[config.mk]
export PLATFORM = sky130hd
export DESIGN_NAME = ffta_cell
export DESIGN_NICKNAME = d
export VERILOG_FILES = /design/src/rtl/ffta_pkg.sv /design/src/rtl/ffta_cell.sv
export SDC_FILE = /design/constraint.sdc
export NUM_CORES = 1
export LEC_CHECK = 0
export BUFFER_PORTS_ARGS = -buffer_cell sky130_fd_sc_hd__buf_2
export CAP_MARGIN = 20
export CORE_MARGIN = 2
export CORE_UTILIZATION = 38
export DETAILED_ROUTE_END_ITERATION = 12
export GPL_TIMING_DRIVEN = 0
export MAX_ROUTING_LAYER = met4
export PLACE_DENSITY_LB_ADDON = 0.08
export SLEW_MARGIN = 30
export SYNTH_ARGS = -nofsm -noshare
export SYNTH_HDL_FRONTEND = slang
export SYNTH_SLANG_ARGS = --single-unit
[constraint.sdc]
create_clock -name clk -period 0.9 [get_ports clk]
set_input_delay 0.18 -clock clk [delete_from_list [all_inputs] [get_ports clk]]
set_output_delay 0.18 -clock clk [all_outputs]
set_load 0.02 [all_outputs]
[src/rtl/ffta_pkg.sv]
// Shared types and constants for the first-fit tagged allocator.
package ffta_pkg;

    localparam int MAX_UNITS_DEF  = 256;
    localparam int OWNER_BITS_DEF = 16;

    localparam int UNITS_W  = 9;
    localparam int LEN_W    = 9;
    localparam int OWNER_W  = 16;
    localparam int START_W  = 8;
    localparam int FREED_W  = 9;
    localparam int ADDR_W   = 3;
    localparam int DATA_W   = 32;

    localparam logic [UNITS_W-1:0] UNITS_RESET = 9'd256;

    // register index decoded from paddr[2]
    localparam logic REG_UNITS_IN_USE = 1'b0;

    localparam logic CMD_ALLOC = 1'b0;
    localparam logic CMD_FREE  = 1'b1;

    localparam logic STATUS_OK   = 1'b0;
    localparam logic STATUS_FAIL = 1'b1;

    typedef enum logic [2:0] {
        ST_IDLE,
        ST_SCAN,
        ST_TAG,
        ST_FREE,
        ST_DONE
    } state_t;

    typedef struct packed {
        logic               status;
        logic [START_W-1:0] start_index;
        logic [FREED_W-1:0] freed_count;
    } result_t;

endpackage

[src/rtl/ffta_cell.sv]
// One unit of the owner map: a tag register in the rotating chain.
module ffta_cell
    import ffta_pkg::*;
#(
    parameter int OWNER_BITS = OWNER_BITS_DEF
)
(
    input  logic                  clk,
    input  logic                  rst_n,
    input  logic                  shift,
    input  logic [OWNER_BITS-1:0] d,
    output logic [OWNER_BITS-1:0] q
);

    logic [OWNER_BITS-1:0] tag_reg;

    always_ff @(posedge clk or negedge rst_n)
    begin
        if (!rst_n)
        begin
            tag_reg <= '0;
        end
        else if (shift)
        begin
            tag_reg <= d;
        end
    end

    assign q = tag_reg;

endmodule

==> flow_summary.ini <==
[placed_design]
numPortBuffers = 33
pre_cts_ws_ns = 0.0163
dp.cells = 83
place_congestion = 0.615
hpwl_um = 806

[setup_path]
worstPathMaxFanout = 2
path_delay_family = flip-flops
crit_start = q[14]
arrival_ns = 0.82
critPathCaptureType = output port
critPathRequiredTime_ns = 0.72
crit_cells = 1
critPathCapture = q[14]
crit_buf_inv = 1
r2r_setup_slack_ns = -0.01
criticalPathCategory = reg -> out
slowest_delay_ns = 0.41
timing.rr.start = q[10]
cp_slowest_cell = dfrtp_1
cp_cell_sequence = buf_6
cp-start-kind = flop
r2r_cells = 2
r2r_end = q[10]

[die]
die_w_um = 45.3
initial_core_util = 0.417
dieArea_um2 = 2060
core_area_um2 = 1560
std_cell_rows = 14
die_h_um = 45.3
io_pins = 35

[global_route]
grt_pass1_vias = 427
grt_pass1_wl_um = 1910
grt_overflow = 0
grt_usage = 0.142
antenna_found_initial = 0
grt_start_max_net_pins = 17

[detailed_routing]
viasPerCell = 4.61
wirelength_um = 1270
antenna_left = 0
drt-initial-drc-count = 4
wire_per_inst_um = 13.2
drtPass1Iterations = 2
drc = 0
vias = 443

[sta]
finalSetupTns_ns = -1.47
worstMarginPinSlew_ns = 0.348
finalHoldViolCount = 0
slew_headroom = 0.768
rsz0062_at_grt = yes
layout_setup_ws_ns = -0.102
fin_skew_ns = 0
slew_violations = 0
period_share = 1.11
finalCriticalPeriod_ns = 1.00
max_freq_mhz = 998
holdWs_ns = 0.123
setup-violations-final = 18

[synthesis]
synth_top_area_share = 0.617
ys_top_cells_by_count = 16 x dfrtp_1, 10 x mux2_4, 6 x mux2_2
seq_area_frac_synth = 0.617
netlist.top_cell.by_area = dfrtp_1
yosys-top-cells-area = dfrtp_1 62%, mux2_4 23%, mux2_2 10%, buf_12 3.1%, buf_6 1.7%
synth_area_um2 = 649
ys_types = 5
synth_fp_nets = 53
avgSynthCellArea_um2 = 19.1
ys_ff_latch = 16
synth_cells = 34
postSynth.asyncResetShare = 1.00
ys_warn_count = 0
ys.flop_type = dfrtp_1
synth_edf_count = 0
yosys.cell_count.top_type = dfrtp_1

[worst_hold_path]
hp-class = in -> reg

[power]
p_int_mw = 1.34
pwr-share-clk = 0.256
power.density_nw_per_um2 = 1730
power.switching_mw = 0.458
peakVddDrop_uv = 942
p_seq_frac = 0.467
p_leak_nw = 0.536
swShare = 0.255
combPwrFrac = 0.277

[cells_and_area]
nNetsFinal = 100
fin_cells = 96
fin_util = 0.668
layout-drive-gt1-share = 0.788
largest_register_ffs = 16
syn2layout_area_growth_pct = 60.3
multi_input_area_um2 = 218
fillers = 127
diodes = 0
register_area_um2 = 400

[clocking]
clock-root-buffer = clkbuf_4
h-tree-depth = 1
clock_latency_ns = 0.27
cts_tree = built
clk_pin_slew_worst_paths_ns = 0.09
numCtsBuffers = 3
cts.sinks = 16
ctsLongestPathBuffers = 2

[status]
violations = negative setup slack
outcome = finished, violations left

[flow_run]
max-cap-violations = 0
## what timing repair did
| item | 4_1_cts | 5_1_grt |
|---|---|---|
| endpoints found under the hold margin | 16 | 0 |
| gates resized for setup | 32 | 0 |
| setup buffers | 6 | 2 |
| hold buffers | 1 | 0 |
| setup endpoints to repair | 16 | 22 |
## cells in the final DEF (no fill, tap or decap)
cell type / netlist / routed
dfrtp_1: 16 / 16
buf_12: 1 / 1
mux2_4: 10 / 10
buf_2: 0 / 17
buf_6: 1 / 17
dlygate4sd3_1: 0 / 1
buf_4: 0 / 8
clkbuf_8: 0 / 1
mux2_2: 6 / 6
clkbuf_4: 0 / 3
## final cells by class
type | instances | share of cell area
well taps | 16 | 0.0192
plain buffers | 2 | 0.0300
multi-input cells | 16 | 0.209
flip-flops and latches | 16 | 0.385
repair buffers | 42 | 0.322
clock buffers | 4 | 0.0349
## per-layer routing
layer / share of wire / global-route usage / vias to the layer above
met2: 0.50 / 0.217 / 20
li1: - / - / 208
met4: 0 / 0.0706 / 0
met5: 0 / - / -
met3: 0.057 / 0.0360 / 0
met1: 0.44 / 0.172 / 215
## metrics by stage
step | cell area [um2] | total power [mW]
4_1_cts | 1030 | 1.82
6_report | 1040 | 1.80
5_1_grt | 1040 | 1.89
2_1_floorplan | 649 | 1.06
3_5_place_dp | 835 | 1.20
3_3_place_gp | 835 | 1.19
## logic make-up after synthesis
kind of cell  count (synthesis)  synth area share
mux                          16             0.335
flops                        16             0.617
buf+inv                       2            0.0482
## power groups by stage
| stage | clock [mW] | sequential (mW) | combinational (mW) |
|---|---|---|---|
| floorplan | 0 | 0.931 | 0.129 |
| global placement | 0 | 0.835 | 0.358 |
| detailed placement | 0 | 0.837 | 0.359 |
| CTS | 0.489 | 0.839 | 0.489 |
| global route | 0.517 | 0.849 | 0.527 |
| finish | 0.461 | 0.841 | 0.499 |
## worst min-delay path by stage
stage | from | to | slack [ns] | cells past startpoint
6_report | d[1] | q[1] | 0.12 | 2
5_1_grt | d[3] | q[3] | 0.11 | 2
4_1_cts | d[2] | q[2] | 0.11 | 2
3_5_place_dp | rst_n | q[6] | 0.11 | 1
3_3_place_gp | rst_n | q[4] | 0.11 | 1
2_1_floorplan | rst_n | q[0] | -0.12 | 0
Note: power is estimated with default switching activity, not from simulation.
