File: config.mk
export PLATFORM = sky130hd
export DESIGN_NAME = ffta_ctrl
export DESIGN_NICKNAME = d
export VERILOG_FILES = /design/src/rtl/ffta_pkg.sv /design/src/rtl/ffta_ctrl.sv
export SDC_FILE = /design/constraint.sdc
export NUM_CORES = 1
export LEC_CHECK = 0
export ABC_AREA = 0
export BUFFER_PORTS_ARGS = -buffer_cell sky130_fd_sc_hd__buf_2
export CAP_MARGIN = 15
export CORE_MARGIN = 2
export CORE_UTILIZATION = 58
export CTS_BUF_LIST = sky130_fd_sc_hd__clkbuf_16
export DETAILED_ROUTE_END_ITERATION = 6
export GPL_TIMING_DRIVEN = 0
export PLACE_DENSITY_LB_ADDON = 0.12
export SLEW_MARGIN = 20
export SYNTH_ARGS = -nofsm -noshare
export SYNTH_HDL_FRONTEND = slang
export SYNTH_SLANG_ARGS = --single-unit
File: constraint.sdc
create_clock -name clk -period 6.18 [get_ports clk]
set_input_delay 1.236 -clock clk [delete_from_list [all_inputs] [get_ports clk]]
set_output_delay 1.236 -clock clk [all_outputs]
set_load 0.05 [all_outputs]
File: src/rtl/ffta_pkg.sv
// Shared types and constants for the first-fit tagged allocator.
package ffta_pkg;

    localparam int MAX_UNITS_DEF  = 256;
    localparam int OWNER_BITS_DEF = 16;

    localparam int UNITS_W  = 9;
    localparam int LEN_W    = 9;
    localparam int OWNER_W  = 16;
    localparam int START_W  = 8;
    localparam int FREED_W  = 9;
    localparam int ADDR_W   = 3;
    localparam int DATA_W   = 32;

    localparam logic [UNITS_W-1:0] UNITS_RESET = 9'd256;

    // register index decoded from paddr[2]
    localparam logic REG_UNITS_IN_USE = 1'b0;

    localparam logic CMD_ALLOC = 1'b0;
    localparam logic CMD_FREE  = 1'b1;

    localparam logic STATUS_OK   = 1'b0;
    localparam logic STATUS_FAIL = 1'b1;

    typedef enum logic [2:0] {
        ST_IDLE,
        ST_SCAN,
        ST_TAG,
        ST_FREE,
        ST_DONE
    } state_t;

    typedef struct packed {
        logic               status;
        logic [START_W-1:0] start_index;
        logic [FREED_W-1:0] freed_count;
    } result_t;

endpackage

File: src/rtl/ffta_ctrl.sv
// Sequencer at the head of the chain: scans, tags and frees one unit per cycle.
module ffta_ctrl
    import ffta_pkg::*;
#(
    parameter int MAX_UNITS  = MAX_UNITS_DEF,
    parameter int OWNER_BITS = OWNER_BITS_DEF
)
(
    input  logic                  clk,
    input  logic                  rst_n,
    input  logic                  req_valid,
    output logic                  req_stall,
    input  logic                  command,
    input  logic [LEN_W-1:0]      run_length,
    input  logic [OWNER_W-1:0]    owner_id,
    input  logic [UNITS_W-1:0]    units,
    input  logic [OWNER_BITS-1:0] head,
    output logic                  shift,
    output logic [OWNER_BITS-1:0] tail,
    output logic                  res_valid,
    input  logic                  res_stall,
    output result_t               res
);

    localparam int IDX_W = (MAX_UNITS > 1) ? $clog2(MAX_UNITS) : 1;
    localparam int CNT_W = $clog2(MAX_UNITS + 1);
    localparam int CMP_W = (CNT_W > LEN_W) ? CNT_W : LEN_W;
    localparam logic [IDX_W-1:0] LAST_IDX = IDX_W'(MAX_UNITS - 1);
    localparam logic [CMP_W-1:0] MAX_N    = CMP_W'(MAX_UNITS);

    state_t                state_reg, state_next;
    logic                  cmd_reg, cmd_next;
    logic [CMP_W-1:0]      len_reg, len_next;
    logic [OWNER_BITS-1:0] owner_reg, owner_next;
    logic [IDX_W-1:0]      idx_reg, idx_next;
    logic [CNT_W-1:0]      count_reg, count_next;
    logic [IDX_W-1:0]      first_reg, first_next;
    logic                  found_reg, found_next;
    logic [CNT_W-1:0]      freed_reg, freed_next;
    logic                  res_valid_reg, res_valid_next;
    result_t               res_reg, res_next;

    logic [CMP_W-1:0] units_ext;
    logic [CMP_W-1:0] n_active;
    logic             active;
    logic [CMP_W-1:0] count_inc;
    logic [CMP_W:0]   run_end;
    logic             in_run;
    logic             owner_nz;

    assign units_ext = CMP_W'(units);
    assign n_active  = (units_ext > MAX_N) ? MAX_N : units_ext;
    assign active    = CMP_W'(idx_reg) < n_active;
    assign count_inc = CMP_W'(count_reg) + CMP_W'(1);
    assign run_end   = (CMP_W + 1)'(first_reg) + (CMP_W + 1)'(len_reg);
    assign in_run    = (idx_reg >= first_reg) && ((CMP_W + 1)'(idx_reg) < run_end);
    assign owner_nz  = (owner_reg != '0);

    always_ff @(posedge clk or negedge rst_n)
    begin
        if (!rst_n)
        begin
            state_reg     <= ST_IDLE;
            cmd_reg       <= CMD_ALLOC;
            len_reg       <= '0;
            owner_reg     <= '0;
            idx_reg       <= '0;
            count_reg     <= '0;
            first_reg     <= '0;
            found_reg     <= 1'b0;
            freed_reg     <= '0;
            res_valid_reg <= 1'b0;
            res_reg       <= '0;
        end
        else
        begin
            state_reg     <= state_next;
            cmd_reg       <= cmd_next;
            len_reg       <= len_next;
            owner_reg     <= owner_next;
            idx_reg       <= idx_next;
            count_reg     <= count_next;
            first_reg     <= first_next;
            found_reg     <= found_next;
            freed_reg     <= freed_next;
            res_valid_reg <= res_valid_next;
            res_reg       <= res_next;
        end
    end

    always_comb
    begin
        state_next     = state_reg;
        cmd_next       = cmd_reg;
        len_next       = len_reg;
        owner_next     = owner_reg;
        idx_next       = idx_reg;
        count_next     = count_reg;
        first_next     = first_reg;
        found_next     = found_reg;
        freed_next     = freed_reg;
        res_valid_next = res_valid_reg;
        res_next       = res_reg;
        shift          = 1'b0;
        tail           = head;

        // result taken by the receiver
        if (res_valid_reg && !res_stall)
        begin
            res_valid_next = 1'b0;
        end

        unique case (state_reg)
            ST_IDLE:
            begin
                if (req_valid)
                begin
                    cmd_next   = command;
                    len_next   = CMP_W'(run_length);
                    owner_next = OWNER_BITS'(owner_id);
                    idx_next   = '0;
                    count_next = '0;
                    first_next = '0;
                    found_next = 1'b0;
                    freed_next = '0;
                    state_next = (command == CMD_FREE) ? ST_FREE : ST_SCAN;
                end
            end

            ST_SCAN:
            begin
                // first pass: find the run, tags pass through unchanged
                shift    = 1'b1;
                idx_next = idx_reg + IDX_W'(1);
                if (!found_reg && active)
                begin
                    if (head != '0)
                    begin
                        count_next = '0;
                    end
                    else
                    begin
                        if (count_reg == '0)
                        begin
                            first_next = idx_reg;
                        end
                        count_next = count_reg + CNT_W'(1);
                        if (count_inc == len_reg && owner_nz)
                        begin
                            found_next = 1'b1;
                        end
                    end
                end
                if (idx_reg == LAST_IDX)
                begin
                    idx_next   = '0;
                    state_next = found_next ? ST_TAG : ST_DONE;
                end
            end

            ST_TAG:
            begin
                shift    = 1'b1;
                idx_next = idx_reg + IDX_W'(1);
                if (in_run)
                begin
                    tail = owner_reg;
                end
                if (idx_reg == LAST_IDX)
                begin
                    idx_next   = '0;
                    state_next = ST_DONE;
                end
            end

            ST_FREE:
            begin
                shift    = 1'b1;
                idx_next = idx_reg + IDX_W'(1);
                if (active && owner_nz && head == owner_reg)
                begin
                    tail       = '0;
                    freed_next = freed_reg + CNT_W'(1);
                end
                if (idx_reg == LAST_IDX)
                begin
                    idx_next   = '0;
                    state_next = ST_DONE;
                end
            end

            ST_DONE:
            begin
                // wait for the output register to free up
                if (!res_valid_reg || !res_stall)
                begin
                    res_valid_next = 1'b1;
                    if (cmd_reg == CMD_ALLOC)
                    begin
                        res_next.status      = found_reg ? STATUS_OK : STATUS_FAIL;
                        res_next.start_index = found_reg ? START_W'(first_reg) : '0;
                        res_next.freed_count = '0;
                    end
                    else
                    begin
                        res_next.status      = STATUS_OK;
                        res_next.start_index = '0;
                        res_next.freed_count = FREED_W'(freed_reg);
                    end
                    state_next = ST_IDLE;
                end
            end

            default:
            begin
                state_next = ST_IDLE;
            end
        endcase
    end

    assign req_stall = (state_reg != ST_IDLE);
    assign res_valid = res_valid_reg;
    assign res       = res_reg;

endmodule
==> results of run 1 <==
==> metal layers <==
layer / wire length [µm] / global-route usage [%] / up-vias
met5: 0 / 0 / -
met4: 374 / 12.2 / 0
met3: 751 / 3.87 / 26
met2: 6190 / 45.7 / 147
met1: 6190 / 39.7 / 2293
li1: - / - / 2333
==> how the worst max path moves through the flow <==
stage	to	cells past startpoint	slack (ns)	startpoint
3_3_place_gp	tail[1]	12	0.93	units[8]
4_1_cts	tail[4]	12	0.87	units[8]
6_report	tail[1]	16	0.89	len_reg[0]$_DFFE_PN0P_
2_1_floorplan	tail[0]	11	1.11	units[8]
5_1_grt	tail[1]	15	0.58	len_reg[0]$_DFFE_PN0P_
3_5_place_dp	tail[4]	12	0.92	units[8]
==> synth_stat cells (2+ instances only) <==
cell / n / area [µm²]
sky130_fd_sc_hd__a2111oi_0: 2 / 17.5
sky130_fd_sc_hd__o21ai_0: 57 / 285
sky130_fd_sc_hd__inv_1: 32 / 120
sky130_fd_sc_hd__a211oi_1: 3 / 22.5
sky130_fd_sc_hd__a21o_1: 7 / 52.6
sky130_fd_sc_hd__buf_1: 2 / 7.51
sky130_fd_sc_hd__or4_1: 5 / 37.5
sky130_fd_sc_hd__a31o_1: 2 / 17.5
sky130_fd_sc_hd__o2111ai_1: 2 / 17.5
sky130_fd_sc_hd__buf_4: 2 / 15.0
sky130_fd_sc_hd__or2_1: 2 / 12.5
sky130_fd_sc_hd__nor2b_1: 3 / 18.8
sky130_fd_sc_hd__xnor2_1: 23 / 201
sky130_fd_sc_hd__buf_2: 5 / 25.0
sky130_fd_sc_hd__o21ai_1: 6 / 30.0
sky130_fd_sc_hd__ha_1: 34 / 425
sky130_fd_sc_hd__a22o_1: 7 / 61.3
sky130_fd_sc_hd__or3_1: 3 / 18.8
sky130_fd_sc_hd__nand2_1: 132 / 495
sky130_fd_sc_hd__a21oi_1: 13 / 65.1
sky130_fd_sc_hd__mux2i_1: 27 / 270
sky130_fd_sc_hd__o211ai_1: 3 / 22.5
sky130_fd_sc_hd__dfrtp_1: 83 / 2080
sky130_fd_sc_hd__nor4_1: 10 / 62.6
sky130_fd_sc_hd__nor2_1: 21 / 78.8
sky130_fd_sc_hd__nor3_1: 10 / 50.1
sky130_fd_sc_hd__xor2_1: 10 / 87.6
sky130_fd_sc_hd__a31oi_1: 6 / 37.5
sky130_fd_sc_hd__and3_1: 5 / 31.3
sky130_fd_sc_hd__nor4b_1: 2 / 17.5
sky130_fd_sc_hd__o2bb2ai_1: 5 / 43.8
sky130_fd_sc_hd__nand4_1: 8 / 50.1
sky130_fd_sc_hd__and2_1: 3 / 18.8
sky130_fd_sc_hd__nand3_1: 14 / 70.1
sky130_fd_sc_hd__o21a_1: 4 / 30.0
sky130_fd_sc_hd__clkbuf_1: 14 / 52.6
sky130_fd_sc_hd__o31ai_1: 7 / 52.6
sky130_fd_sc_hd__nand2b_1: 14 / 87.6
==> worst reg2reg max path, delay by kind of cell (launching register included) <==
| kind | cells | cell delay, ns |
|---|---|---|
| DFF | 1 | 0.51 |
| adders and majority gates | 1 | 0.36 |
| AOI/OAI and AO/OA | 6 | 1.26 |
| buffers and inverters | 2 | 0.52 |
==> final cells by class <==
| class | count | area, µm² |
|---|---|---|
| buffer | 24 | 111 |
| clock buffer | 9 | 225 |
| clock inverter | 6 | 42.5 |
| fill | 720 | 2630 |
| inverter | 32 | 120 |
| multi-input combinational | 468 | 2990 |
| sequential | 83 | 2080 |
| tap | 108 | 135 |
| timing repair buffer | 91 | 480 |
==> cell families (layout without fill, tap and decap cells) <==
logic type	Yosys count	after routing
flops	83	83
xor+xnor	33	33
mux	29	29
simple gates	240	240
buf+inv	56	162
compound gates	131	131
fa+ha+maj	35	35
==> per-stage QoR <==
stage	hold slack [ns]	setup slack [ns]	std cells
final	0.471	0.889	821
after global routing	0.511	0.583	821
after CTS	0.479	0.869	821
after detailed placement	0.464	0.918	806
after global placement	0.456	0.931	805
after floorplan	0.493	1.11	607
==> where the power goes <==
group          switching [W]  leakage, nW  internal, W  total (W)
Clock               0.000225        0.118     0.000270   0.000494
Sequential          0.000169         1.10     0.000662   0.000831
Combinational       0.000535         1.77     0.000388   0.000923
==> out/qor_table.md, run 1 <==
| Metric | Value | Unit |
|---|---|---|
| RR Endpoint | freed_reg[2]$_DFFE_PN0P_ | - |
| Source of the worst hold timing path | res[8]$_DFFE_PN0P_ | - |
| Post-Syn Area | 5290 | µm² |
| Worst hold stages | 2 | - |
| Leading cell types in the layout, fill and taps excluded | sky130_fd_sc_hd__nand2_1, sky130_fd_sc_hd__buf_2, sky130_fd_sc_hd__dfrtp_1 | - |
| Max reg flops | 18 | - |
| Root buffer selected by CTS | sky130_fd_sc_hd__clkbuf_16 | - |
| Slowest stage cell, crit path | sky130_fd_sc_hd__dfrtp_1 | - |
| Dominant cell type by count on the critical path | sky130_fd_sc_hd__ha_1 | - |
| Pre-Repair DR Iteration Count | 5 | - |
| Cell-by-cell listing of the critical path | ha_1, inv_1, fa_1, nor2b_1, o21a_1, o21ai_1, nand2b_1, xnor2_1, ha_1, a2111oi_0, o21ai_0, a31oi_1, o211ai_4, buf_6, mux2i_1, buf_2 | - |
| Endpoint of the worst hold path | res[8]$_DFFE_PN0P_ | - |
| Total of buffers placed on input and output ports | 90 | - |
| Post-synthesis compound-gate area fraction | 15.8 | % |
| Total power draw | 0.00225 | W |
| Syn avg cell area | 8.72 | µm² |
| Placement Rows | 34 | - |
| Die span in x | 99.5 | µm |
| Final Hold Fails | 0 | - |
| Initial core utilization | 60.1 | % |
| Post-synthesis mux area share | 5.53 | % |
| Synthesized netlist net count | 697 | - |
| Cts repair resizes | 0 | - |
| RSZ-0062 raised after global routing | no | - |
| Ratio of routed vias to standard cells | 5.85 | - |
| Clock sinks | 83 | - |
| Crit end category | output port | - |
| Aggregate global routing overflow | 0 | - |
| Sequential cell area fraction in the yosys report | 39.2 | % |
| Remaining design rule violation count | 0 | - |
| Largest net degree at the start of global routing | 57 | - |
| Hold-fix buffers at CTS | 0 | - |
| Via count of the first global-routing pass | 4784 | - |
| Synthesis-stage register bit count | 83 | - |
| Synthesis Warnings | 0 | - |
| Overall die height | 99.5 | µm |
| Post-synthesis share of cell area spent on xor and xnor gates | 5.46 | % |
| Number of synthesized flops with an enable pin | 0 | - |
| Leak pwr | 2.98 | nW |
| Final standard cell utilization of the core | 70.1 | % |
| Post-detailed-placement cell area | 5910 | µm² |
| Synthesized instance count | 607 | - |
| Area Growth Syn to Fin | 16.7 | % |
| Worst max-slew margin expressed relative to the limit | 51.3 | % |
| Timing-limited maximum frequency | 189 | MHz |
| Count of cells along the worst register-to-register path | 9 | - |
| Post-DP HPWL | 10300 | µm |
| CP bufs+invs | 3 | - |
| Critical path startpoint category | flop | - |
| Final net count | 799 | - |
| Arithmetic-cell share of the synthesized area counting full adders, half adders and majority gates | 8.41 | % |
| Slew at the pin closest to its max-slew limit | 0.725 | ns |
| Clock transition at the register clock pins on the worst setup and hold paths after CTS | 0.06 | ns |
| Placeable core region | 8810 | µm² |
| Combinational family with the most area after synthesis | simple AND/OR/NAND/NOR gates | - |
| Hold Path Class | reg2reg | - |
| RR Startpoint | idx_reg[6]$_DFFE_PN0P_ | - |
| H-tree levels | 3 | - |
| Start-to-end type of the worst setup path | reg2out | - |
| Crit-path max cell delay | 0.44 | ns |
| Reported max-cap violation count | 0 | - |
| Kind of cell adding the most delay to the critical path | compound AO/OA/AOI/OAI gates | - |
| Clock latency at the later pin of the worst-skew pair | 0.34 | ns |
| Inserted Diodes | 0 | - |
| Largest clock skew in the final design | 0.00793 | ns |
| Antenna violations before repair | 0 | - |
| CTS tree | built | - |
| Global placer's final weighted congestion | 0.899 | - |
| Area fraction in and, or, nand and nor cells after synthesis | 21.2 | % |
| Ratio of cells with drive above 1 in the final layout | 17.0 | % |
| Max Fanout on Critical Path | 10 | - |
| Final setup violation count | 0 | - |
| Synth unique cells | 57 | - |
| First-pass GRT wire length | 22800 | µm |
| Setup slack, reg-to-reg | 3.40 | ns |
| Ys flop type | sky130_fd_sc_hd__dfrtp_1 | - |
| I/O Pins | 92 | - |
| Overall fraction of global-route tracks in use | 28.7 | % |
| Wire length reported by the detailed router | 13500 | µm |
| Power density cells | 364 | nW/µm² |
| Iteration-0 DRC count of the detailed router | 249 | - |
| Status | complete, no violations | - |
| Vias after detailed routing | 4799 | - |
| Antenna viol nets, final | 0 | - |
| Ys async rst share | 100 | % |
| Data arrival time of the critical path | 4.05 | ns |
| Area of the die | 9910 | µm² |
| Most common cell after layout, fill and taps aside | sky130_fd_sc_hd__nand2_1 | - |
| Post CTS Setup Buffer Count | 0 | - |
| Clock buffer count from CTS | 9 | - |
| Time the worst path needs with I/O delays and setup | 5.29 | ns |
| Fraction of the cycle the final worst path needs | 85.6 | % |
| Max-slew violation count | 0 | - |
| Maximum root-to-sink buffer count | 2 | - |
| Setup_tns | 0 | ns |
| Area of all placed cells without fillers | 6180 | µm² |
| Worst Path Required | 4.94 | ns |
| Average wire length per cell after detail routing | 16.5 | µm |
| Worst voltage drop across the vdd grid | 0.000176 | V |
Power figures use the tool's default switching activity.
==> inputs of run 2 (changes only) <==
--- a/config.mk
+++ b/config.mk
@@ -5,7 +5,7 @@
 export SDC_FILE = /design/constraint.sdc
 export NUM_CORES = 1
 export LEC_CHECK = 0
-export ABC_AREA = 0
+export ABC_AREA = 1
 export BUFFER_PORTS_ARGS = -buffer_cell sky130_fd_sc_hd__buf_2
 export CAP_MARGIN = 15
 export CORE_MARGIN = 2
@@ -14,7 +14,6 @@
 export DETAILED_ROUTE_END_ITERATION = 6
 export GPL_TIMING_DRIVEN = 0
 export PLACE_DENSITY_LB_ADDON = 0.12
-export SLEW_MARGIN = 20
 export SYNTH_ARGS = -nofsm -noshare
 export SYNTH_HDL_FRONTEND = slang
 export SYNTH_SLANG_ARGS = --single-unit
==> out/qor_table.md, run 2 <==
| Metric | Value | Unit | Delta |
|---|---|---|---|
| Kind of cell adding the most delay to the critical path | simple AND/OR/NAND/NOR gates | - |  |
| Final setup violation count | 0 | - | unchanged |
| Ratio of routed vias to standard cells | 5.50 | - | -5.8% |
| Top cell types by occurrence after synthesis | sky130_fd_sc_hd__nand2_1, sky130_fd_sc_hd__inv_1, sky130_fd_sc_hd__dfrtp_1 | - |  |
| RR Startpoint | idx_reg[6]$_DFFE_PN0P_ | - |  |
| Dominant cell type by count on the critical path | sky130_fd_sc_hd__nand2_1 | - |  |
| Clk network pwr share | 48.9 | % | +27 points |
| Reported max-cap violation count | 0 | - | unchanged |
| Psw | 0.000290 | W | -69% |
| Switching portion of total power | 23.8 | % | -17 points |
| Ys async rst share | 100 | % | unchanged |
| Share of total power in sequential cells | 44.5 | % | +7.5 points |
| Setup_tns | 0 | ns | unchanged |
| Largest area contributor in the netlist | sky130_fd_sc_hd__dfrtp_1 | - |  |
| I/O Pins | 92 | - | unchanged |
| Comb pwr share | 6.5 | % | -35 points |
| Worst Path Required | 4.94 | ns | about the same |
| Largest clock skew in the final design | 0.00931 | ns | +0.00138 ns |
| Start-to-end type of the worst setup path | in2out | - |  |
| Largest net degree at the start of global routing | 44 | - | -23% |
| First-pass GRT wire length | 23700 | µm | +3.7% |
| Internal power component | 0.000929 | W | -30% |
| Area Growth Syn to Fin | 17.3 | % |  |
| Area of the die | 10200 | µm² | +2.9% |
| Root buffer selected by CTS | sky130_fd_sc_hd__clkbuf_16 | - |  |
| Most common cell in the netlist | sky130_fd_sc_hd__nand2_1 | - |  |
| Cell-by-cell listing of the critical path | buf_2, nor2_1, nand4_1, nand2_1, nand2_1, ha_1, nand2_1, o21ai_0, a21oi_1, nand2_1, inv_1, nand4_1, clkbuf_1, nand3_1, nand2_1, buf_2 | - |  |
| Area taken by flip-flops and latches | 2080 | µm² | unchanged |
| Cts repair resizes | 0 | - | unchanged |
| Hold Path Class | reg2reg | - |  |
| Power density cells | 191 | nW/µm² | -48% |
| Synthesis-stage register bit count | 83 | - | unchanged |
| Max Fanout on Critical Path | 10 | - | unchanged |
| Sequential cell area fraction in the yosys report | 38.1 | % | -1.2 points |
| CP bufs+invs | 4 | - | +1 |
| Most area-consuming cells after synthesis | sky130_fd_sc_hd__dfrtp_1, sky130_fd_sc_hd__nand2_1, sky130_fd_sc_hd__ha_1 | - |  |
| Maximum root-to-sink buffer count | 2 | - | unchanged |
| Synthesized netlist net count | 824 | - | +18% |
| Die span in x | 101 | µm | +1.5% |
| Aggregate global routing overflow | 0 | - | unchanged |
| Wire length reported by the detailed router | 14300 | µm | +5.9% |
| Overall die height | 101 | µm | +1.5% |
| Logic depth of the worst setup path including buffers | 16 | - | unchanged |
| Timing-limited maximum frequency | 197 | MHz | +4.1% |
| Post-Syn Area | 5460 | µm² | +3.0% |
| DP Worst Slack | 1.18 | ns | +0.259 ns |
| Critical path startpoint category | input port | - |  |
| Critical path capture point | tail[13] | - |  |
| Slowest stage cell, crit path | sky130_fd_sc_hd__clkbuf_1 | - |  |
| Ratio of cells with drive above 1 in the final layout | 17.1 | % | +0.13 points |
| Total of buffers placed on input and output ports | 91 | - | +1.1% |
| Ys flop type | sky130_fd_sc_hd__dfrtp_1 | - |  |
| Slew at the pin closest to its max-slew limit | 0.630 | ns | -0.0953 ns |
| Area occupied by multi-input gates | 2900 | µm² | -2.8% |
| Iteration-0 DRC count of the detailed router | 299 | - | +20% |
| Setup slack, reg-to-reg | 3.79 | ns | +0.39 ns |
| Count of cells along the worst register-to-register path | 10 | - | +1 |
| Fillers | 781 | - | +8.5% |
| Synthesis Warnings | 0 | - | unchanged |
| Max reg flops | 18 | - | unchanged |
| Most common cell after layout, fill and taps aside | sky130_fd_sc_hd__nand2_1 | - |  |
| Data arrival time of the critical path | 3.84 | ns | -0.21 ns |
| Max-slew violation count | 0 | - | unchanged |
| Crit-path max cell delay | 0.43 | ns | about the same |
| Leak pwr | 3.38 | nW | +13% |
| Worst max-slew margin expressed relative to the limit | 58.0 | % | +6.7 points |
| Final Hold Fails | 0 | - | unchanged |
| Global placer's final weighted congestion | 0.961 | - | +6.8% |
| Placement Rows | 35 | - | +2.9% |
| Number of synthesized flops with an enable pin | 0 | - | unchanged |
| Clock latency at the later pin of the worst-skew pair | 0.34 | ns | about the same |
| Synthesized instance count | 734 | - | +21% |
| Inserted Diodes | 0 | - | unchanged |
| Hold-fix buffers at CTS | 0 | - | unchanged |
| Antenna violations before repair | 0 | - | unchanged |
| Vias after detailed routing | 5246 | - | +9.3% |
| Final WS setup | 1.10 | ns | +0.210 ns |
| Fraction of the cycle the final worst path needs | 82.2 | % | -3.4 points |
| Average wire length per cell after detail routing | 15.0 | µm | -8.8% |
| Worst hold-check slack | 0.530 | ns | +0.0597 ns |
| Placeable core region | 9200 | µm² | +4.4% |
| Overall fraction of global-route tracks in use | 29.6 | % | +0.87 points |
| Pre-Repair DR Iteration Count | 5 | - | unchanged |
| Via count of the first global-routing pass | 4967 | - | +3.8% |
| Initial core utilization | 59.3 | % | -0.80 points |
| Beginning of the critical path | units[6] | - |  |
| Clock buffer count from CTS | 9 | - | unchanged |
| H-tree levels | 3 | - | unchanged |
| CTS tree | built | - |  |
| RSZ-0062 raised after global routing | no | - |  |
| Post-DP HPWL | 11000 | µm | +7.5% |
| Clock transition at the register clock pins on the worst setup and hold paths after CTS | 0.07 | ns | about the same |
| Antenna viol nets, final | 0 | - | unchanged |
| Leading cell types in the layout, fill and taps excluded | sky130_fd_sc_hd__nand2_1, sky130_fd_sc_hd__inv_1, sky130_fd_sc_hd__buf_2 | - |  |
| Final net count | 927 | - | +16% |
| Post CTS Setup Buffer Count | 0 | - | unchanged |
| Portion of synthesized cell area occupied by the leading cell type | 38.1 | % | -1.2 points |
| Remaining design rule violation count | 0 | - | unchanged |
| Worst voltage drop across the vdd grid | 0.000138 | V | -22% |
| Clock sinks | 83 | - | unchanged |
| Synth unique cells | 40 | - | -30% |
| Time the worst path needs with I/O delays and setup | 5.08 | ns | -0.210 ns |
| RR Endpoint | freed_reg[4]$_DFFE_PN0P_ | - |  |
| Syn avg cell area | 7.43 | µm² | -15% |
| Status | complete, no violations | - |  |
| Crit end category | output port | - |  |
[run 2: cell count changes after synthesis, sizes merged, moves of 16 or more]
| cell | previous run | this run |
|---|---|---|
| nand2 | 132 | 211 |
| inv | 32 | 99 |
| nand3 | 15 | 59 |
| nor2 | 21 | 54 |
| mux2i | 27 | 0 |
| a21oi | 15 | 31 |
| xnor2 | 23 | 7 |
[run 2: worst min-delay path by stage]
| stage | slack [ns] | cells after the start | to | from |
|---|---|---|---|---|
| global placement | 0.50 | 2 | state_reg[0]$_DFFE_PN0P_ | state_reg[0]$_DFFE_PN0P_ |
| finish | 0.53 | 2 | res[7]$_DFFE_PN0P_ | res[7]$_DFFE_PN0P_ |
| floorplan | 0.48 | 2 | state_reg[0]$_DFFE_PN0P_ | state_reg[0]$_DFFE_PN0P_ |
| CTS | 0.53 | 2 | state_reg[0]$_DFFE_PN0P_ | state_reg[0]$_DFFE_PN0P_ |
| global route | 0.56 | 2 | res[1]$_DFFE_PN0P_ | res[1]$_DFFE_PN0P_ |
| detailed placement | 0.51 | 2 | state_reg[0]$_DFFE_PN0P_ | state_reg[0]$_DFFE_PN0P_ |
[run 2: logic make-up (layout without fill, tap and decap cells)]
kind of cell | after synthesis | after routing | synth area share, %
buffers and inverters | 117 | 225 | 8.72
AOI/OAI and AO/OA | 115 | 115 | 11.8
and+or+nand+nor | 360 | 360 | 29.1
xor gates and xnor gates | 24 | 24 | 4.11
DFF | 83 | 83 | 38.1
adders and majority gates | 35 | 35 | 8.17
[run 2: cell type report]
class                           count  area share (%)
Clock buffer                        9            3.52
Inverter                           99            5.92
Buffer                             18            1.51
Sequential cell                    83            32.5
Timing Repair Buffer               92            7.47
Clock inverter                      7            1.60
Multi-Input combinational cell    534            45.4
Tap cell                          111            2.17
[run 2: tightest hold or removal path, delay by kind of cell, from the launching register on]
kind / cells / cell delay (ns)
AOI/OAI and AO/OA: 1 / 0.07
buffers and inverters: 1 / 0.05
DFF: 1 / 0.37
[run 2: routing by layer]
metal  GRT usage (%)  up-vias  share of wire, %
li1                -     2600                 -
met1            41.7     2438                45
met2            46.8      167                47
met3            3.40       41               5.2
met4            12.1        0               2.9
met5               0        -                 0
[run 2: power groups by stage]
| stage | Sequential [W] | Combinational [W] | Clock, W |
|---|---|---|---|
| 2_1_floorplan | 0.000554 | 0.0000363 | 0 |
| 3_3_place_gp | 0.000553 | 0.0000772 | 0 |
| 3_5_place_dp | 0.000553 | 0.0000800 | 0 |
| 4_1_cts | 0.000543 | 0.0000802 | 0.000602 |
| 5_1_grt | 0.000543 | 0.0000871 | 0.000625 |
| 6_report | 0.000543 | 0.0000799 | 0.000597 |
[run 2: through the flow]
| stage | utilization (%) | power [W] | cell area (µm²) | instances |
|---|---|---|---|---|
| after floorplan | - | 0.000590 | 5460 | 734 |
| after global placement | 65.8 | 0.000631 | 6050 | 936 |
| after detailed placement | 66.0 | 0.000633 | 6070 | 937 |
| after CTS | 69.6 | 0.00123 | 6400 | 953 |
| after global routing | 69.6 | 0.00125 | 6400 | 953 |
| final | 69.6 | 0.00122 | 6400 | 953 |
